File: src/design/csfc_ram.sv
// Generic single-port-write RAM with registered read.
// No dependencies.
`timescale 1ns / 1ps
module csfc_ram #(
    parameter int WIDTH = 16,
    parameter int DEPTH = 256
) (
    input  logic                     i_clk,
    input  logic                     i_we,
    input  logic [$clog2(DEPTH)-1:0] i_waddr,
    input  logic [WIDTH-1:0]         i_wdata,
    input  logic [$clog2(DEPTH)-1:0] i_raddr,
    output logic [WIDTH-1:0]         o_rdata
);
    logic [WIDTH-1:0] r_mem [DEPTH];
    always_ff @(posedge i_clk) begin
        if (i_we) r_mem[i_waddr] <= i_wdata;
        o_rdata <= r_mem[i_raddr];
    end
endmodule

File: config.mk
export PLATFORM = sky130hd
export DESIGN_NAME = csfc_ram
export DESIGN_NICKNAME = d
export VERILOG_FILES = /design/src/design/csfc_ram.sv
export SDC_FILE = /design/constraint.sdc
export NUM_CORES = 2
export LEC_CHECK = 0
export BUFFER_PORTS_ARGS = -buffer_cell sky130_fd_sc_hd__buf_4
export CORE_ASPECT_RATIO = 1.2
export CORE_MARGIN = 10
export CORE_UTILIZATION = 35
export CTS_BUF_LIST = sky130_fd_sc_hd__clkbuf_16
export CTS_CLUSTER_SIZE = 24
export DETAILED_ROUTE_END_ITERATION = 8
export MAX_ROUTING_LAYER = met4
export PLACE_DENSITY = 0.47
export SLEW_MARGIN = 20
export SYNTH_ARGS = -nofsm -noshare
export SYNTH_HDL_FRONTEND = slang
export SYNTH_SLANG_ARGS = --single-unit
export TNS_END_PERCENT = 20
File: constraint.sdc
create_clock -name i_clk -period 5.3 [get_ports i_clk]
set_input_delay 0.53 -clock i_clk [delete_from_list [all_inputs] [get_ports i_clk]]
set_output_delay 0.53 -clock i_clk [all_outputs]
set_load 0.1 [all_outputs]
==> summary by stage <==
Drt
For this block, the initial DRC count from the detailed router was 8,326. The count of unresolved DRC violations after routing is 0. In the final routed layout, each cell accounts on average for 33.2 um.

The detailed-routing iteration count for the pre-antenna-repair pass is 5. The routed design has 474 mm of wire. The average via count per standard cell is 5.53. The count of nets left with antenna violations after detail routing is 0. The via count is 79,000.

Global routing
The largest net degree at the start of global routing is 180. The final global-route overflow total is 0. For this run, the total global-route usage over all layers was measured as 0.198. The via count of the first global-routing pass was 80,700. The number of antenna violations at the first check in global routing is 42.

The first global-routing pass estimated 658 mm of wire.

Floorplan
The initial utilization of the core area, before any placement, comes to 0.352. The floorplan step defined a core boundary enclosing 0.451 mm2. From left edge to right edge, the die measures 635 um. Measured along the y axis, the die boundary spans 758 um. The row count is 270. The area of the die is 0.481 mm2. For this design the top-level I/O count stands at 50.

Clock network
The clock tree from TritonCTS is yes. In this run the clock root is driven by a clkbuf_16. The total CTS buffers is 415. The clock passes through at most 4 buffers. The total of cells resized after clock tree synthesis is 0.

The tree built by TritonCTS fans out to 4,112 sinks. Clock latency on the worst-skew pair, taken at its later pin, is 1.01 ns. The H-tree was split into 5 levels. The clock-pin transition on the worst setup and hold timing paths is 0.06 ns.

Power and ir drop
Power spread over the standard cell area amounts to 375 mW/mm2. Of the total power, the share spent switching nets is 0.221. The clock share of power is 0.422. Internal power comes to 53,300 uW. The combinational group share of total power is 0.053. IR analysis of the VDD net gives a maximum drop of 0.259 mV. The share of total power dissipated in sequential elements is 0.524. For this design the static power due to leakage is 0.0577 uW. The net switching component of the power is 15,200 uW.

Synthesis
Yosys instantiated no cell more often than edfxtp_1. The number of enable-type register cells in the synthesized netlist is 4,096. In the post-synthesis netlist, the biggest area contributors are edfxtp_1 77%, mux4_2 11%, mux2i_1 3.6%. The share of flip-flops with an asynchronous set or reset after synthesis is 0.

The synthesized design spends more area on one cell type than any other, namely edfxtp_1. After synthesis the netlist holds a flip-flop and latch count of 4,112. The share of synthesized area in the top cell type comes to 0.775. The number of distinct standard cells referenced by the synthesized netlist is 52. The flip-flop cell with the highest count after synthesis is edfxtp_1.

The synthesized net count is 7,394. The per-instance average area after synthesis is 21.6 um2. Counting instances in the post-synthesis netlist gives the leading cell types as 4,096 x edfxtp_1, 797 x mux4_2, 565 x mux2i_1, 304 x nor2_1, 252 x o221ai_1.

The cell area that synthesis handed to floorplanning was 0.159 mm2. The sequential area share after synthesis is 0.777. The Yosys step of the flow raised 0 warnings.

The number of instances in the synthesized netlist is 7,360.

Placed design
Routability-driven placement finished with a final weighted congestion of 0.862. The worst setup timing slack at the placement stage is 0.978 ns. The total of buffers placed on input and output ports is 49.

The total half-perimeter wirelength after legalization and detailed placement is 281 mm. The placed instances occupy a cell area of 0.169 mm2.

Setup path
For this run, the slowest stage of the critical path takes 0.70 ns. The setup check on the worst reg-to-reg path leaves a slack of 2.14 ns. In this run the critical register-to-register path is launched from r_mem[135][3]. The family of cells with the greatest summed delay on the critical path is compound AO/OA/AOI/OAI gates.

The cell with the biggest individual delay on the critical path is a221oi_1. The worst setup path is of the in2reg kind. The worst setup path is launched from an input port. Data on the critical path arrives at its endpoint at 4.13 ns.

The nature of the critical path endpoint is a register. For the worst setup path, the data required time is 6.14 ns. The end of the worst register-to-register path is o_rdata[3]. Walking the worst path, the cells encountered are buf_8 > buf_12 > mux4_2 > mux2_2 > a221oi_1 > o31ai_1 > o32ai_1 > nor4_1. In this run the worst path has a maximum fanout of 74. The worst register-to-register path has a depth of 6. Together, buffers and inverters on the worst path number 2.

Timing
The peak clock frequency supported by timing is 0.303 GHz. The period utilization is 0.622. The minimum clock period after layout is 3.29 ns. The worst hold margin is 0.0709 ns.

Setup repair after global routing left no endpoint under its margin. The number of failing hold endpoints at the final stage is 0. The total negative setup slack is 0 ns. The count of pins over their slew limit is 0. Between clock sinks in the finished design, the worst skew comes to 0.0495 ns. Setup slack closes at 2.01 ns. Setup violations remaining at the end of the flow were counted as 0. The relative slew slack is 0.180. The transition time of the tightest slew-check pin is 1.23 ns.

Layout
At the end of the flow, the number of nets in the layout was 7,942. The area growth from synthesis to final layout is 15.1%. In the final layout, the share of cells above drive strength 1 is 0.266. The fill cell total of the finished layout is 40,000. The final non-filler cell area is 0.183 mm2. For this run, the share of the core covered by cells in the final layout is 0.405.

Run status
The run finished with clean final reports.

Min path
The startpoint identified for the worst hold timing path is i_wdata[1]. Along the worst hold path, the cell count comes to 1. The min-delay analysis places its worst path in the category in2reg. The endpoint of the worst hold-timing path is r_mem[31][1].

Job
Across the run, the number of max-cap violations was 0.
==> power groups by stage <==
| stage | clock (uW) | combinational [uW] | sequential, uW |
|---|---|---|---|
| 2_1_floorplan | 0 | 1770 | 36700 |
| 3_3_place_gp | 0 | 3670 | 36600 |
| 3_5_place_dp | 0 | 3720 | 36600 |
| 4_1_cts | 29600 | 3730 | 35900 |
| 5_1_grt | 30800 | 3850 | 35900 |
| 6_report | 28900 | 3650 | 35900 |
==> final cells by class <==
type | instances | area (um2) | area share
sequential | 4112 | 123000 | 0.675
multi-input combinational | 2792 | 33200 | 0.182
clock buffer | 423 | 10600 | 0.0579
tap | 5984 | 7490 | 0.0410
timing repair buffer | 583 | 5270 | 0.0288
clock inverter | 348 | 2740 | 0.0150
antenna | 30 | 75.1 | 0.000411
inverter | 4 | 27.5 | 0.000151
==> per-layer routing <==
metal | vias up | global-route usage | wire length (um)
met5 | - | - | 0
met4 | 0 | 0.0591 | 16700
met3 | 594 | 0.0273 | 25800
met2 | 2576 | 0.323 | 233000
met1 | 43400 | 0.260 | 198000
li1 | 32500 | - | -
==> per-stage QoR <==
stage	std cells	power [uW]
after floorplan	7360	38500
after global placement	13500	40300
after detailed placement	13500	40300
after CTS	14200	69200
after global routing	14300	70600
final	14300	68500
==> worst max-delay path by stage <==
stage,startpoint,endpoint,slack [ns],depth (start not counted)
floorplan,i_waddr[3],r_mem[235][0],2.61,6
global placement,i_raddr[1],o_rdata[3],0.93,8
detailed placement,i_raddr[0],o_rdata[8],0.98,11
CTS,i_raddr[1],o_rdata[3],2.10,8
global route,i_raddr[0],o_rdata[8],1.92,11
finish,i_raddr[1],o_rdata[3],2.01,8
==> worst register-to-register path, cell delays in order, from the launching register on <==
cell and delay, ns:
edfxtp_1 0.37, mux4_2 0.46, mux2_2 0.30, a221oi_1 0.70, o31ai_1 0.34, o32ai_1 0.67, nor4_1 0.19
==> state kept, by name (all words and copies together), names as in the netlist <==
signal,flops
r_mem,4096
o_rdata,16
==> placed cells by master (no fill, tap or decap), types with 88 or more instances in the layout <==
master,count
nor2_1,166
mux4_2,797
o22ai_1,148
clkbuf_16,423
nor3_1,90
o221ai_1,252
nor2_2,128
buf_4,494
mux2i_1,565
a21oi_1,175
edfxtp_1,4096
mux2_2,88
clkinv_1,111
inv_1,91
==> logic make-up (layout without fill, tap and decap cells) <==
kind of cell	Yosys count	after routing	synth area share
flops	4112	4112	0.777
mux	1450	1450	0.155
compound gates	786	786	0.0354
simple gates	556	556	0.0157
buf+inv	456	1358	0.0169
other cells	0	30	0
==> timing repair <==
action / 4_1_cts / 5_1_grt
hold endpoints to repair: 338 / 0
hold buffers: 10 / 0
buffers inserted: 0 / 0
Power figures use the tool's default switching activity.
